<file path="config.mk">
export PLATFORM = sky130hd
export DESIGN_NAME = msc_mem
export DESIGN_NICKNAME = d
export VERILOG_FILES = /design/src/hdl/assert_macros.svh /design/src/hdl/msc_pkg.sv /design/src/hdl/msc_mem.sv
export SDC_FILE = /design/constraint.sdc
export NUM_CORES = 2
export LEC_CHECK = 0
export BUFFER_PORTS_ARGS = -buffer_cell sky130_fd_sc_hd__buf_2
export CORE_MARGIN = 2
export CORE_UTILIZATION = 50
export CTS_CLUSTER_DIAMETER = 150
export DETAILED_ROUTE_END_ITERATION = 10
export PLACE_DENSITY = 0.67
export SLEW_MARGIN = 20
export SYNTH_ARGS = -nofsm -noshare
export SYNTH_HDL_FRONTEND = slang
export SYNTH_SLANG_ARGS = --single-unit
</file>
<file path="constraint.sdc">
create_clock -name clk_i -period 2.65 [get_ports clk_i]
set_clock_uncertainty 0.2 [all_clocks]
set_input_delay 0.3975 -clock clk_i [delete_from_list [all_inputs] [get_ports clk_i]]
set_output_delay 0.3975 -clock clk_i [all_outputs]
set_load 0.02 [all_outputs]
</file>
<file path="src/hdl/assert_macros.svh">
// Assertion macros shared by the cache controller RTL.
// Depends on nothing; each macro samples on clk_i and is disabled in reset.
`ifndef ASSERT_MACROS_SVH
`define ASSERT_MACROS_SVH

// Property checked at every rising clock edge outside reset.
`define MSC_ASSERT(label, prop, msg) \
  label: assert property (@(posedge clk_i) disable iff (!rst_ni) (prop)) else $error(msg);

// Implication checked at every rising clock edge outside reset.
`define MSC_ASSERT_IMP(label, ante, cons, msg) \
  label: assert property (@(posedge clk_i) disable iff (!rst_ni) (ante) |-> (cons)) \
    else $error(msg);

`endif

</file>
<file path="src/hdl/msc_pkg.sv">
// Shared types and constants for the MESI snooping cache controller.
// No dependencies; imported by every module of the block.
package msc_pkg;

  localparam int unsigned DefSets       = 256;
  localparam int unsigned DefWays       = 4;
  localparam int unsigned DefBlockBytes = 64;
  localparam int unsigned AddrW         = 32;

  typedef enum logic [2:0] {
    CMD_PR_RD   = 3'd0,
    CMD_PR_WR   = 3'd1,
    CMD_SN_RD   = 3'd2,
    CMD_SN_RDX  = 3'd3,
    CMD_SN_UPGR = 3'd4
  } cmd_e;

  typedef enum logic [1:0] {
    BUS_NONE = 2'd0,
    BUS_RD   = 2'd1,
    BUS_RDX  = 2'd2,
    BUS_UPGR = 2'd3
  } bus_e;

  typedef enum logic [1:0] {
    ST_I = 2'd0,
    ST_S = 2'd1,
    ST_E = 2'd2,
    ST_M = 2'd3
  } mesi_e;

  // Outcome of one request, as it leaves the update logic.
  typedef struct packed {
    logic [1:0] bus_action;
    logic       hit;
    logic       victim_writeback;
    logic       snoop_flush;
    logic       peer_transfer;
    logic [1:0] new_state;
  } result_t;

endpackage

</file>
<file path="src/hdl/msc_mem.sv">
// Set memory: one row per set holding tags, MESI states and LRU ranks of all ways.
// Uses msc_pkg; a per-row valid bit makes unwritten rows read as invalid, rank zero.
module msc_mem #(
  parameter int unsigned SETS  = msc_pkg::DefSets,
  parameter int unsigned ROW_W = 8
) (
  input  logic                                     clk_i,
  input  logic                                     rst_ni,
  input  logic                                     rd_en_i,
  input  logic [(SETS > 1 ? $clog2(SETS) : 1)-1:0] rd_idx_i,
  output logic [ROW_W-1:0]                         rd_row_o,
  input  logic                                     wr_en_i,
  input  logic [(SETS > 1 ? $clog2(SETS) : 1)-1:0] wr_idx_i,
  input  logic [ROW_W-1:0]                         wr_row_i
);
  import msc_pkg::*;

  logic [ROW_W-1:0] mem_q [SETS];
  logic [SETS-1:0]  row_valid_q;
  logic [ROW_W-1:0] rd_data_q;
  logic             rd_valid_q;

  always_ff @(posedge clk_i) begin
    if (wr_en_i) begin
      mem_q[wr_idx_i] <= wr_row_i;
    end
    if (rd_en_i) begin
      rd_data_q <= mem_q[rd_idx_i];
    end
  end

  always_ff @(posedge clk_i or negedge rst_ni) begin
    if (!rst_ni) begin
      row_valid_q <= '0;
      rd_valid_q  <= 1'b0;
    end else begin
      if (wr_en_i) begin
        row_valid_q[wr_idx_i] <= 1'b1;
      end
      if (rd_en_i) begin
        rd_valid_q <= row_valid_q[rd_idx_i];
      end
    end
  end

  // An unwritten row reads as all ways invalid with rank zero.
  assign rd_row_o = rd_valid_q ? rd_data_q : '0;

endmodule

</file>
Word level (Yosys, flattened, before mapping)
Memories as Yosys holds them, arrays and structs flattened. A register that Yosys moved wholly into a read port is not among the register bits.
Cells that the tools add are included.

operators by class
  order comparisons = 3
  muxes and demuxes = 7
  bitwise gates (word level) = 1
  reductions and logical operators = 1

operator list
  cell                                                                number
  bitwise OR 256 bit                                                  1
  less-than comparator 8 x 9 -> 1 bit (second input constant)         2
  binary-select mux 1 bit (select 8 bit)                              1
  demux 1 bit (select 8 bit)                                          1
  greater-or-equal comparator 8 x 1 -> 1 bit (second input constant)  1
  two-way mux 8 bit                                                   1
  two-way mux 1 bit                                                   4
  logical AND 1 bit                                                   1

storage, ports and cells
  register bits after elaboration = 257
  RAM bits = 2048
  input port bits = 28
  output and inout bits = 8
  word-level logic and storage cells = 15
  memories = 1

memory list
  name   words  bits a word  read ports  clocked after memory_dff  wr ports  RTL line       text
  mem_q  256    8            1           1                         1         msc_mem.sv:18  logic [ROW_W-1:0] mem_q [SETS];

Depth between registers and ports, before layout
  word-level depth = 5
  mapped depth = 12
  gate-level depth less buffers = 7

Least setup slack after synthesis
OpenSTA, ideal clock, no wires.

  kind = input-to-reg
  start point = input rd_idx_i[1] (netlist name)
  end point = register rd_data_q[4] (read register of mem_q), data pin
  setup time = 0.262 ns
  arrival = 2.638 ns
  data required time = 2.188 ns
  path slack = -0.450 ns
  stages on the path = 10
  path buffers = 4
  cell sequence = buf_2 > buf_2 > clkbuf_1 > buf_1 > mux4_2 > a22oi_1 > a21oi_1 > nor4_1 > o22ai_1 > or2_2

RTL lines
  what                RTL line       text
  start: declaration  msc_mem.sv:10  input logic [(SETS > 1 ? $clog2(SETS) : 1)-1:0] rd_idx_i,
  end: declaration    msc_mem.sv:20  logic [ROW_W-1:0] rd_data_q;

==> flow_summary.toml <==
[job]
timing.max_cap.violations = 0

[worst_setup_path]
reg2reg_depth = 7
crit_family = "simple AND/OR/NAND/NOR gates"
critical_path_required_ns = 3.05
critical-path-max-stage-delay_ns = 0.50
crit_buf_inv = 1
crit_fanout = 1
critPathCaptureType = "flop"
crit_type = "flop to flop"
slowest_stage = "mux4_2"
startpoint_type = "flop"
critPathArrivalTime_ns = 3.08
path_cells = "mux4_2, a22oi_2, a21oi_4, nor4_4, buf_4, o22ai_2, or2_4"
crit_cells = 7

[finish]
final_cell_mix = "edfxtp_1, buf_4, mux4_2"
layout.cells.most_common = "edfxtp_1"
layout-drive-gt1-share_pct = 39.6
syn2layout_area_growth_pct = 19.7
nNetsFinal = 5084

[clock_network]
htree_num_levels = 4
cts_root_buf = "clkbuf_16"
cts_buffer_depth = 3
post_cts_buffers = 0
clk_latency_ns = 0.88
cts_tree = "done"
numCtsBuffers = 225
path_clk_slew_ns = 0.06
cts.sinks = 2313

[run_status]
outcome = "finished with violations"
failed_checks = "negative setup slack"

[floorplanning]
start_util_pct = 50.4
die_area_mm2 = 0.181
die_w_um = 425
row_count = 154
pin_count = 36
core-area_mm2 = 0.176
fp.dieH_um = 425

[sta]
final-hold-violation-count = 0
tightest_slew_ns = 0.848
period_minus_slack_ns = 2.68
finalMaxSlewViolations = 0
setup_slack_ns = -0.0281
totalNegativeSetupSlack_ns = -0.0626
holdWs_ns = 0.0631
post-route-period-util_pct = 101
setup-violations-final = 5
rsz0062_at_grt = "yes"
relSlewSlack_pct = 43.5
max_clock_freq_ghz = 0.373

[placed_design]
pre_cts_slack_ns = -1.24
dpl.hpwl_um = 147000
place_congestion = 0.869
port_buffers = 35

[global_route]
grt_util_met3_pct = 4.59
grt_antenna_before_repair = 9
grtUsageTotal_pct = 25.3
grtUsageMet2_pct = 40.3
grt_overflow = 0
grt_max_degree = 121
met1_usage_pct = 35.5
grt_pass1_vias = 47400
grt_pass1_wl_um = 330000
globalRoute.busiestLayer = "met2"

[yosys]
async_reset_ff_share_pct = 11.1
ys.flop_type = "edfxtp_1"
synth_nets = 4314
synth.avg_cell_area_um2 = 20.7
yosysWarnings = 0
synth_compound_area_share_pct = 3.33
synth_fa_ha_area_share_pct = 0
seq_area_frac_synth_pct = 76.9
synth_edf_count = 2056
synth-seq-cells = 2313
yosys.area_share.simple_pct = 3.90
netlist_area_mm2 = 0.0887
synthXorXnorAreaFrac_pct = 0
synthMuxAreaShare_pct = 14.7
syn_inst = 4286
ys_types = 36
synth_top_family_by_area = "multiplexers"

[detailed_routing]
drc = 0
routedWlPerCell_um = 29.7
drt-initial-drc-count = 5599
vias = 46600
dr.pass1.iters = 7
drt-total-wl_um = 226000
viasPerCell = 6.13
ant_nets = 0

[min_path]
hp-class = "input pin to flop"
hold_depth = 1

[power]
power_density_mw_per_mm2 = 725
ir_drop_uv = 762
power_leakage_nw = 36.5
-- Yosys cell counts (2+ instances only) --
| cell | count | share of area, % |
|---|---|---|
| a31oi_1 | 2 | 0.014 |
| buf_2 | 68 | 0.38 |
| or2_2 | 266 | 1.9 |
| and2_1 | 9 | 0.063 |
| nand2b_1 | 4 | 0.028 |
| mux4_2 | 565 | 14 |
| nand2_1 | 33 | 0.14 |
| o221ai_1 | 10 | 0.099 |
| a22o_1 | 2 | 0.020 |
| nor2_1 | 266 | 1.1 |
| inv_1 | 4 | 0.017 |
| nand3_1 | 32 | 0.18 |
| a22oi_1 | 258 | 2.2 |
| o22ai_1 | 21 | 0.15 |
| nor4_1 | 34 | 0.24 |
| a211oi_1 | 4 | 0.034 |
| dfrtp_1 | 257 | 7.3 |
| mux2i_1 | 28 | 0.32 |
| clkbuf_1 | 146 | 0.62 |
| buf_6 | 2 | 0.025 |
| buf_1 | 36 | 0.15 |
| nand4_1 | 12 | 0.085 |
| nor3_1 | 7 | 0.039 |
| a21oi_1 | 134 | 0.76 |
| mux2_2 | 3 | 0.038 |
| a2111oi_0 | 5 | 0.049 |
| nor2b_1 | 14 | 0.099 |
| edfxtp_1 | 2056 | 70 |
-- final timing paths --
kind	slack (ns)	endpoint	start
max	-0.03	rd_data_q[1]	mem_q[95][1]
min	0.06	mem_q[96][3]	wr_row_i[3]
max reg2reg	-0.03	rd_data_q[1]	mem_q[95][1]
min reg2reg	0.26	row_valid_q[156]	row_valid_q[156]
max in group asynchronous	1.31	row_valid_q[163]	rst_ni
min in group asynchronous	0.53	row_valid_q[18]	rst_ni
-- per-stage QoR --
step                cell area, um^2  power [W]  util, %  cells
floorplan                     89500     0.0433        -   4286
global placement              97800     0.0456     55.5   7156
detailed placement            97800     0.0457     55.5   7156
CTS                          106000     0.0773     60.0   7597
global route                 106000     0.0791     60.3   7598
finish                       106000     0.0770     60.3   7600
-- repair_timing --
| item | CTS | global route |
|---|---|---|
| endpoints found under the setup margin | 12 | 9 |
| pin swaps | 13 | 45 |
| resized for setup | 65 | 93 |
| gates cloned | 0 | 0 |
| hold buffers | 13 | 0 |
| endpoints found under the hold margin | 701 | 0 |
-- sequential cells by signal, summed over array words and instances (netlist names) --
| register | count |
|---|---|
| mem_q | 2048 |
| rd_valid_q | 1 |
| row_valid_q | 256 |
| rd_data_q | 8 |
-- power breakdown --
part	switching (W)	internal (W)
Clock	0.0138	0.0181
Sequential	0.000193	0.0401
Combinational	0.00271	0.00213
Total	0.0167	0.0603
-- layer usage --
layer / up-vias / wire (um)
met4: 2 / 7600
met5: - / 9
li1: 19200 / -
met2: 2166 / 110000
met3: 393 / 18900
met1: 24800 / 89400
-- kinds of logic after synthesis --
| group | count (synthesis) |
|---|---|
| AO/OA/AOI/OAI | 439 |
| buffers and inverters | 258 |
| flip-flops | 2313 |
| multiplexers | 596 |
| AND/OR/NAND/NOR | 680 |
-- area by class of cell --
class | count | area [um^2]
multi-input cells | 1715 | 20300
fillers | 12300 | 69900
flip-flops and latches | 2313 | 68200
well taps | 2340 | 2930
clock buffers | 311 | 6230
repair buffers | 796 | 7350
clock inverters | 117 | 1250
diodes | 3 | 7.51
inverters | 5 | 18.8
No activity file was read; power rests on OpenSTA's default activity.
