==> src/hdl/assert_macros.svh <==
// Assertion macros shared by the cache controller RTL.
// Depends on nothing; each macro samples on clk_i and is disabled in reset.
`ifndef ASSERT_MACROS_SVH
`define ASSERT_MACROS_SVH

// Property checked at every rising clock edge outside reset.
`define MSC_ASSERT(label, prop, msg) \
  label: assert property (@(posedge clk_i) disable iff (!rst_ni) (prop)) else $error(msg);

// Implication checked at every rising clock edge outside reset.
`define MSC_ASSERT_IMP(label, ante, cons, msg) \
  label: assert property (@(posedge clk_i) disable iff (!rst_ni) (ante) |-> (cons)) \
    else $error(msg);

`endif

==> src/hdl/msc_pkg.sv <==
// Shared types and constants for the MESI snooping cache controller.
// No dependencies; imported by every module of the block.
package msc_pkg;

  localparam int unsigned DefSets       = 256;
  localparam int unsigned DefWays       = 4;
  localparam int unsigned DefBlockBytes = 64;
  localparam int unsigned AddrW         = 32;

  typedef enum logic [2:0] {
    CMD_PR_RD   = 3'd0,
    CMD_PR_WR   = 3'd1,
    CMD_SN_RD   = 3'd2,
    CMD_SN_RDX  = 3'd3,
    CMD_SN_UPGR = 3'd4
  } cmd_e;

  typedef enum logic [1:0] {
    BUS_NONE = 2'd0,
    BUS_RD   = 2'd1,
    BUS_RDX  = 2'd2,
    BUS_UPGR = 2'd3
  } bus_e;

  typedef enum logic [1:0] {
    ST_I = 2'd0,
    ST_S = 2'd1,
    ST_E = 2'd2,
    ST_M = 2'd3
  } mesi_e;

  // Outcome of one request, as it leaves the update logic.
  typedef struct packed {
    logic [1:0] bus_action;
    logic       hit;
    logic       victim_writeback;
    logic       snoop_flush;
    logic       peer_transfer;
    logic [1:0] new_state;
  } result_t;

endpackage

==> src/hdl/msc_upd.sv <==
// Update logic: tag match, victim choice, MESI transitions and LRU rank update of one set.
// Uses msc_pkg; purely combinational, fed by the registered set row.
module msc_upd #(
  parameter int unsigned WAYS  = msc_pkg::DefWays,
  parameter int unsigned TAG_W = 18,
  parameter int unsigned ROW_W = 8
) (
  input  logic [2:0]        cmd_i,
  input  logic [TAG_W-1:0]  tag_i,
  input  logic              shared_i,
  input  logic [ROW_W-1:0]  row_i,
  output logic [ROW_W-1:0]  row_o,
  output msc_pkg::result_t  res_o
);
  import msc_pkg::*;

  localparam int unsigned RankW = (WAYS > 1) ? $clog2(WAYS) : 1;
  localparam int unsigned WayW  = TAG_W + 2 + RankW;
  localparam logic [RankW-1:0] TopRank = RankW'(WAYS - 1);

  logic [TAG_W-1:0] tag_r  [WAYS];
  logic [1:0]       st_r   [WAYS];
  logic [RankW-1:0] rank_r [WAYS];
  logic [TAG_W-1:0] tag_w  [WAYS];
  logic [1:0]       st_w   [WAYS];
  logic [RankW-1:0] rank_w [WAYS];

  logic [WAYS-1:0]  match;
  logic             hit;
  logic [RankW-1:0] hit_way;
  logic             any_inv;
  logic [RankW-1:0] inv_way;
  logic [RankW-1:0] lru_way;
  logic [RankW-1:0] vic_way;
  logic [RankW-1:0] touch_way;
  logic             do_touch;
  logic [RankW-1:0] old_rank;
  logic             is_proc;
  logic             is_snoop;

  always_comb begin
    for (int j = 0; j < WAYS; j++) begin
      tag_r[j]  = row_i[j*WayW +: TAG_W];
      st_r[j]   = row_i[j*WayW + TAG_W +: 2];
      rank_r[j] = row_i[j*WayW + TAG_W + 2 +: RankW];
      match[j]  = (st_r[j] != ST_I) && (tag_r[j] == tag_i);
    end
  end

  // Lowest-numbered matching way, lowest invalid way, lowest-ranked way.
  always_comb begin
    hit     = 1'b0;
    hit_way = '0;
    any_inv = 1'b0;
    inv_way = '0;
    lru_way = '0;
    for (int j = WAYS - 1; j >= 0; j--) begin
      if (match[j]) begin
        hit     = 1'b1;
        hit_way = RankW'(j);
      end
      if (st_r[j] == ST_I) begin
        any_inv = 1'b1;
        inv_way = RankW'(j);
      end
    end
    for (int j = 1; j < WAYS; j++) begin
      if (rank_r[j] < rank_r[lru_way]) begin
        lru_way = RankW'(j);
      end
    end
    vic_way = any_inv ? inv_way : lru_way;
  end

  assign is_proc  = (cmd_i == CMD_PR_RD) || (cmd_i == CMD_PR_WR);
  assign is_snoop = (cmd_i == CMD_SN_RD) || (cmd_i == CMD_SN_RDX) || (cmd_i == CMD_SN_UPGR);

  always_comb begin
    for (int j = 0; j < WAYS; j++) begin
      tag_w[j]  = tag_r[j];
      st_w[j]   = st_r[j];
      rank_w[j] = rank_r[j];
    end
    res_o     = '0;
    do_touch  = 1'b0;
    touch_way = hit ? hit_way : vic_way;
    old_rank  = rank_r[touch_way];

    if (is_proc) begin
      do_touch = 1'b1;
      if (hit) begin
        res_o.hit = 1'b1;
        if (cmd_i == CMD_PR_WR) begin
          if (st_r[hit_way] == ST_S) begin
            res_o.bus_action = BUS_UPGR;
          end
          st_w[hit_way] = ST_M;
        end
        res_o.new_state = st_w[hit_way];
      end else begin
        res_o.victim_writeback = (st_r[vic_way] == ST_M);
        res_o.peer_transfer    = shared_i;
        tag_w[vic_way]         = tag_i;
        if (cmd_i == CMD_PR_WR) begin
          res_o.bus_action = BUS_RDX;
          st_w[vic_way]    = ST_M;
        end else begin
          res_o.bus_action = BUS_RD;
          st_w[vic_way]    = shared_i ? ST_S : ST_E;
        end
        res_o.new_state = st_w[vic_way];
      end
    end else if (is_snoop && hit) begin
      res_o.hit         = 1'b1;
      res_o.snoop_flush = (st_r[hit_way] == ST_M);
      if (cmd_i == CMD_SN_RD) begin
        if (st_r[hit_way] == ST_E || st_r[hit_way] == ST_M) begin
          st_w[hit_way] = ST_S;
        end
      end else begin
        st_w[hit_way] = ST_I;
      end
      res_o.new_state = st_w[hit_way];
    end

    if (do_touch) begin
      for (int j = 0; j < WAYS; j++) begin
        if (RankW'(j) == touch_way) begin
          rank_w[j] = TopRank;
        end else if (rank_r[j] > old_rank) begin
          rank_w[j] = rank_r[j] - 1'b1;
        end
      end
    end
  end

  always_comb begin
    for (int j = 0; j < WAYS; j++) begin
      row_o[j*WayW +: WayW] = {rank_w[j], st_w[j], tag_w[j]};
    end
  end

endmodule

==> config.mk <==
export PLATFORM = sky130hd
export DESIGN_NAME = msc_upd
export DESIGN_NICKNAME = d
export VERILOG_FILES = /design/src/hdl/assert_macros.svh /design/src/hdl/msc_pkg.sv /design/src/hdl/msc_upd.sv
export SDC_FILE = /design/constraint.sdc
export NUM_CORES = 1
export LEC_CHECK = 0
export ABC_CLOCK_PERIOD_IN_PS = 800
export BUFFER_PORTS_ARGS = -buffer_cell sky130_fd_sc_hd__buf_4
export CAP_MARGIN = 25
export CORE_AREA = 10 10 47 49
export DETAILED_ROUTE_END_ITERATION = 10
export DIE_AREA = 0 0 57 59
export SLEW_MARGIN = 20
export SYNTH_ARGS = -nofsm -noshare
export SYNTH_HDL_FRONTEND = slang
export SYNTH_SLANG_ARGS = --single-unit
==> constraint.sdc <==
create_clock -name vclk -period 0.8
set_input_delay 0.08 -clock vclk [all_inputs]
set_output_delay 0.08 -clock vclk [all_outputs]
set_load 0.005 [all_outputs]
---- Word level (Yosys, flattened, before mapping) ----
Index checks and enable logic that the tools add are counted.
cells by class
  equality and inequality tests ........... 1
  multiplexer cells ....................... 7
  reduce and logical (&&, ||, !) cells .... 2
operator list
  operator                                             count
  bitwise mux 72 bit                                   1
  two-way mux 62 bit                                   1
  two-way mux 2 bit                                    3
  equality test 3 x 1 -> 1 bit, second input constant  1
  logical NOT 3 bit                                    1
  two-way mux 1 bit                                    2
  logical OR 1 bit                                     1
word-level totals
  register bits after elaboration ......... 0
  input port bits ......................... 30
  output and inout bits ................... 16
  word-level logic and storage cells ...... 10

---- Depth between registers and ports, before layout ----
Gate-level depths: netlist of the first run.
  word-level depth ........................ 3
  mapped depth ............................ 1
  mapped depth without buffers ............ 1

---- Least setup slack after synthesis of the first run ----
Ideal clock, no wire load.
  path type ............................... input to output
  from .................................... input cmd_i[2]
  to ...................................... output res_o[2] (netlist bit)
  arrival time ............................ 0.296 ns
  data required time ...................... 0.720 ns
  slack ................................... 0.424 ns
  stages .................................. 1
  buffers on the path ..................... 0
  path through ............................ nor3b_1
between the ends
  longest elaborated chain between the ends .. 3
  elaborated cells between the ends (all ways) .. 4
  classes of those cells .................. eq/ne: 1; mux: 1; reduce/logical: 2
ends and longest elaborated chain
  element                                                                   RTL line       text
  start, declared                                                           msc_upd.sv:8   input logic [2:0] cmd_i,
  equality test 3 x 1 -> 1 bit / logical NOT 3 bit (equally long branches)  --
  logical OR 1 bit (*)                                                      msc_upd.sv:75  assign is_proc = (cmd_i == CMD_PR_RD) || (cmd_i == CMD_PR_WR);
  two-way mux 1 bit (*)                                                     msc_upd.sv:89  if (is_proc) begin
  end, declared                                                             msc_upd.sv:13  output msc_pkg::result_t res_o
Mark *: on every way between the ends. The rest lies on a longest branch, timed or not.

==> out/results.tsv, run 1 <==
metric	value	unit
yosys.area.top_type	buf_4	
io_pins	46	
antenna_found_initial	0	
drive_gt1_share	46.7	%
crit_fanout	3	
status	completed	
ys_seq_area_share	0	%
setup_viol_count_final	0	
synth.top_cell.area_share	41.1	%
numPortBuffers	7	
irDropWorstVdd	0.0513	mV
mappedNetlistArea	91.3	µm²
start_util	6.52	%
grt_overflow_total	0	
synth-warning-count	0	
tns	0	ns
nClkBuffers	0	
crit_path_end_kind	primary output	
firstDrtPassIters	2	
synth_area_leaders	buf_4 41%, clkbuf_1 33%, nor3b_1 16%	
grt_first_pass_wirelength	358	µm
rsz0062_at_grt	false	
wl_met1	73	µm
dieHeight	59	µm
routed-wl-met2	170	µm
required	0.72	ns
wirelength	298	µm
critPathKind	input pin to primary output	
dieArea	3360	µm²
fmax	1.58	GHz
hold_class	input pin to primary output	
grt_max_degree	4	
postSynthCellCount	17	
cap_violations	0	
cp.arrival	0.55	ns
viasPerCell	2.29	
design.core.area	1400	µm²
area_delta_synth_final	21.9	%
hold_viol_final	0	
drv_slew	0	
start_kind	input pin	
holdBufCountCts	0	
min_period	0.634	ns
gp_congestion	0.458	
n_antenna_cell	0	
yosysUniqueCellTypes	5	
nNetsFinal	47	
vias	71	
drc	0	
drtAntennaViolNets	0	
cellLeakagePower	0.0548	nW
wl_per_cell	9.61	µm
fin_ws	0.166	ns
die_w	57	µm
cts_setup_buffers	0	
rows	14	
dr_wl_met3	46	µm
p_per_area	343	nW/µm²
pre_cts_ws	0.163	ns
routed.top_layer	met4	
flops_and_latches	0	
grt_util_all_layers	1.29	%
fin_crit_sh	79.2	%
syn_area_per_cell	5.37	µm²
regArea	0	µm²
post_cts_resized	0	
grt_pass1_vias	69	
dp_hpwl	276	µm
dr.first_iter.drc_count	1	
[critical path: stages]
cell and delay, ns:
buf_4 0.12, nor3b_1 0.21, buf_4 0.15
[power breakdown]
group / internal, mW / switching, mW / total (mW) / leakage [nW]
Combinational: 0.0224 / 0.0158 / 0.0382 / 0.0548
Clock: 0 / 0 / 0 / 0
Sequential: 0 / 0 / 0 / 0
Total: 0.0224 / 0.0158 / 0.0382 / 0.0548
[metrics by stage]
step	total power [mW]	std cells	util (%)	hold slack [ns]	instance area, µm²
finish	0.0382	31	7.95	0.160	111
global route	0.0416	31	7.95	0.160	111
CTS	0.0379	31	7.95	0.160	111
detailed placement	0.0378	31	7.95	0.160	111
global placement	0.0375	31	7.95	0.160	111
floorplan	0.0454	21	-	0.190	106
[placed cells by master, fill, tap and decap left out]
cell     Yosys  final
nor3_1       1      1
nor3b_1      2      2
conb_1       1      5
buf_4        5      7
[final cells by class]
| type | instances | area, µm² |
|---|---|---|
| Fill cell | 168 | 1290 |
| Multi-Input combinational cell | 8 | 38.8 |
| Tap cell | 16 | 20.0 |
| Timing Repair Buffer | 7 | 52.6 |
[logic make-up after synthesis]
logic type | Yosys count | share of synthesized area, %
other | 1 | 4.11
buffers and inverters | 13 | 74.0
AND/OR/NAND/NOR | 3 | 21.9
[Yosys cell counts, drive strengths merged]
master,n
clkbuf,8
buf,5
nor3,1
nor3b,2
conb,1
[final timing paths]
| check | cells after the start | end | from |
|---|---|---|---|
| worst min-delay path | 0 | row_o[3] | row_i[3] |
| worst max-delay path | 3 | res_o[2] | cmd_i[2] |
[routing by layer]
layer	GRT usage (%)	vias up
li1	-	31
met1	0.704	26
met2	2.79	10
met3	0.644	4
met4	1.01	0
met5	0	-
Note: power is estimated with default switching activity, not from simulation.
==> run 2, diff against run 1 <==
--- a/config.mk
+++ b/config.mk
@@ -5,6 +5,7 @@
 export SDC_FILE = /design/constraint.sdc
 export NUM_CORES = 1
 export LEC_CHECK = 0
+export ABC_AREA = 1
 export ABC_CLOCK_PERIOD_IN_PS = 800
 export BUFFER_PORTS_ARGS = -buffer_cell sky130_fd_sc_hd__buf_4
 export CAP_MARGIN = 25
==> run 2 against run 1 <==
Net effect:
- synthesized cell count is 29% higher
- via count is 15% higher
- critical path type unchanged
- total power is 8.3% higher
- critical path depth is 2 higher
- final cell count is 16% higher
- worst hold slack stayed put
- non-clock buffer count stayed put
- flip-flop and latch count stayed put
- combinational power is 8.4% higher
- fmax is 11% higher
- global-route usage is 0.27 points higher
- count of clock-buffer cells in the layout stayed put
==> out/results.tsv, run 2 <==
metric	value	unit
nNetsFinal	52	
gp_congestion	0.606	
synth_most_common_cell	clkbuf_1	
final_cell_mix	7 x buf_4, 5 x conb_1, 3 x nor2_1, 2 x inv_1, 2 x nand2_1	
grt_overflow_total	0	
drc	0	
irDropWorstVdd	0.0295	mV
n_antenna_cell	0	
rows	14	
cp.arrival	0.49	ns
numPortBuffers	7	
post_cts_resized	0	
cap_violations	0	
wl_per_cell	8.56	µm
wirelength	308	µm
min_period	0.571	ns
fmax	1.75	GHz
drv_slew	0	
required	0.72	ns
cellLeakagePower	0.0768	nW
final_util	8.66	%
synth.top_cell.area_share	37.0	%
drtAntennaViolNets	0	
grt_util_all_layers	1.56	%
regArea	0	µm²
antenna_found_initial	0	
design.core.area	1400	µm²
postLayoutCellArea	121	µm²
yosys.area.top_type	buf_4	
tns	0	ns
start_util	7.23	%
ys_top_cells_by_count	8 x clkbuf_1, 5 x buf_4, 3 x nor2_1	
grt_pass1_vias	90	
synth_area_leaders	buf_4 37%, clkbuf_1 30%, nor2_1 11%	
crit_slowest_cell	buf_4	
drive_gt1_share	40.0	%
path_common_cell	buf_4	
synth-warning-count	0	
mappedNetlistArea	101	µm²
area_delta_synth_final	19.8	%
hold_class	input pin to primary output	
dieArea	3360	µm²
firstDrtPassIters	1	
fillCellCount	173	
hold_viol_final	0	
vias	82	
viasPerCell	2.28	
postSynthCellCount	22	
place_area	121	µm²
holdWs	0.160	ns
crit_path_end_kind	primary output	
holdBufCountCts	0	
setup_viol_count_final	0	
io_pins	46	
nClkBuffers	0	
ys_seq_area_share	0	%
start_kind	input pin	
dieHeight	59	µm
critPathKind	input pin to primary output	
fin_crit_sh	71.4	%
cp_cell_sequence	buf_4 -> inv_2 -> nand2_1 -> nor2_1 -> buf_4	
p_per_area	341	nW/µm²
dr.first_iter.drc_count	0	
grt_first_pass_wirelength	455	µm
die_w	57	µm
grt_max_degree	3	
cts_setup_buffers	0	
rsz0062_at_grt	false	
crit_fanout	2	
syn_area_per_cell	4.61	µm²
mostFrequentLayoutCell	buf_4	
status	completed	
dp_hpwl	277	µm
crit_path_max_incr_delay	0.11	ns
total_power	0.0414	mW
flops_and_latches	0	
yosysUniqueCellTypes	7	
==> run 2: cell types whose count changed in the layout (fill, tap and decap cells not counted) <==
cell     before  now
nand2_1       0    2
nor3_1        1    0
nor3b_1       2    0
inv_1         0    2
nor2_1        0    3
inv_2         0    1
==> run 2: layer usage <==
| layer | track usage [%] | vias to the layer above | wire (µm) |
|---|---|---|---|
| met4 | 0.671 | 0 | 9 |
| met1 | 1.66 | 25 | 103 |
| met5 | 0 | - | 0 |
| met3 | 1.50 | 4 | 101 |
| li1 | - | 40 | - |
| met2 | 2.02 | 13 | 93 |
==> run 2: path summary, 6_finish.rpt <==
check                 startpoint        to  slack [ns]  depth (start not counted)
worst max-delay path    cmd_i[1]  res_o[2]        0.23                          5
worst min-delay path    row_i[3]  row_o[3]        0.16                          0
==> run 2: kinds of logic (layout without fill, tap and decap cells) <==
| family | Yosys count | in the layout | synth area share, % |
|---|---|---|---|
| AND/OR/NAND/NOR | 5 | 5 | 18.5 |
| other | 1 | 5 | 3.70 |
| buffers and inverters | 16 | 10 | 77.8 |
==> run 2: report_power, final <==
group | total, mW | leakage, nW | switching (mW) | internal (mW)
combinational | 0.0414 | 0.0768 | 0.0189 | 0.0225
clock | 0 | 0 | 0 | 0
sequential | 0 | 0 | 0 | 0
==> run 2: metrics by stage <==
stage | instances | setup WS [ns]
3_5_place_dp | 36 | 0.224
4_1_cts | 36 | 0.223
2_1_floorplan | 26 | 0.452
5_1_grt | 36 | 0.171
3_3_place_gp | 36 | 0.234
6_report | 36 | 0.229
==> run 2: worst max-delay path, delay by kind of cell <==
kind,cells,cell delay (ns)
buf+inv,3,0.26
simple gates,2,0.14
==> run 2: cell type report <==
cell class         instances  area, µm²  share of cell area, %
repair buffers             7       52.6                   43.3
inverters                  3       11.3                   9.28
multi-input cells         10       37.5                   30.9
well taps                 16       20.0                   16.5
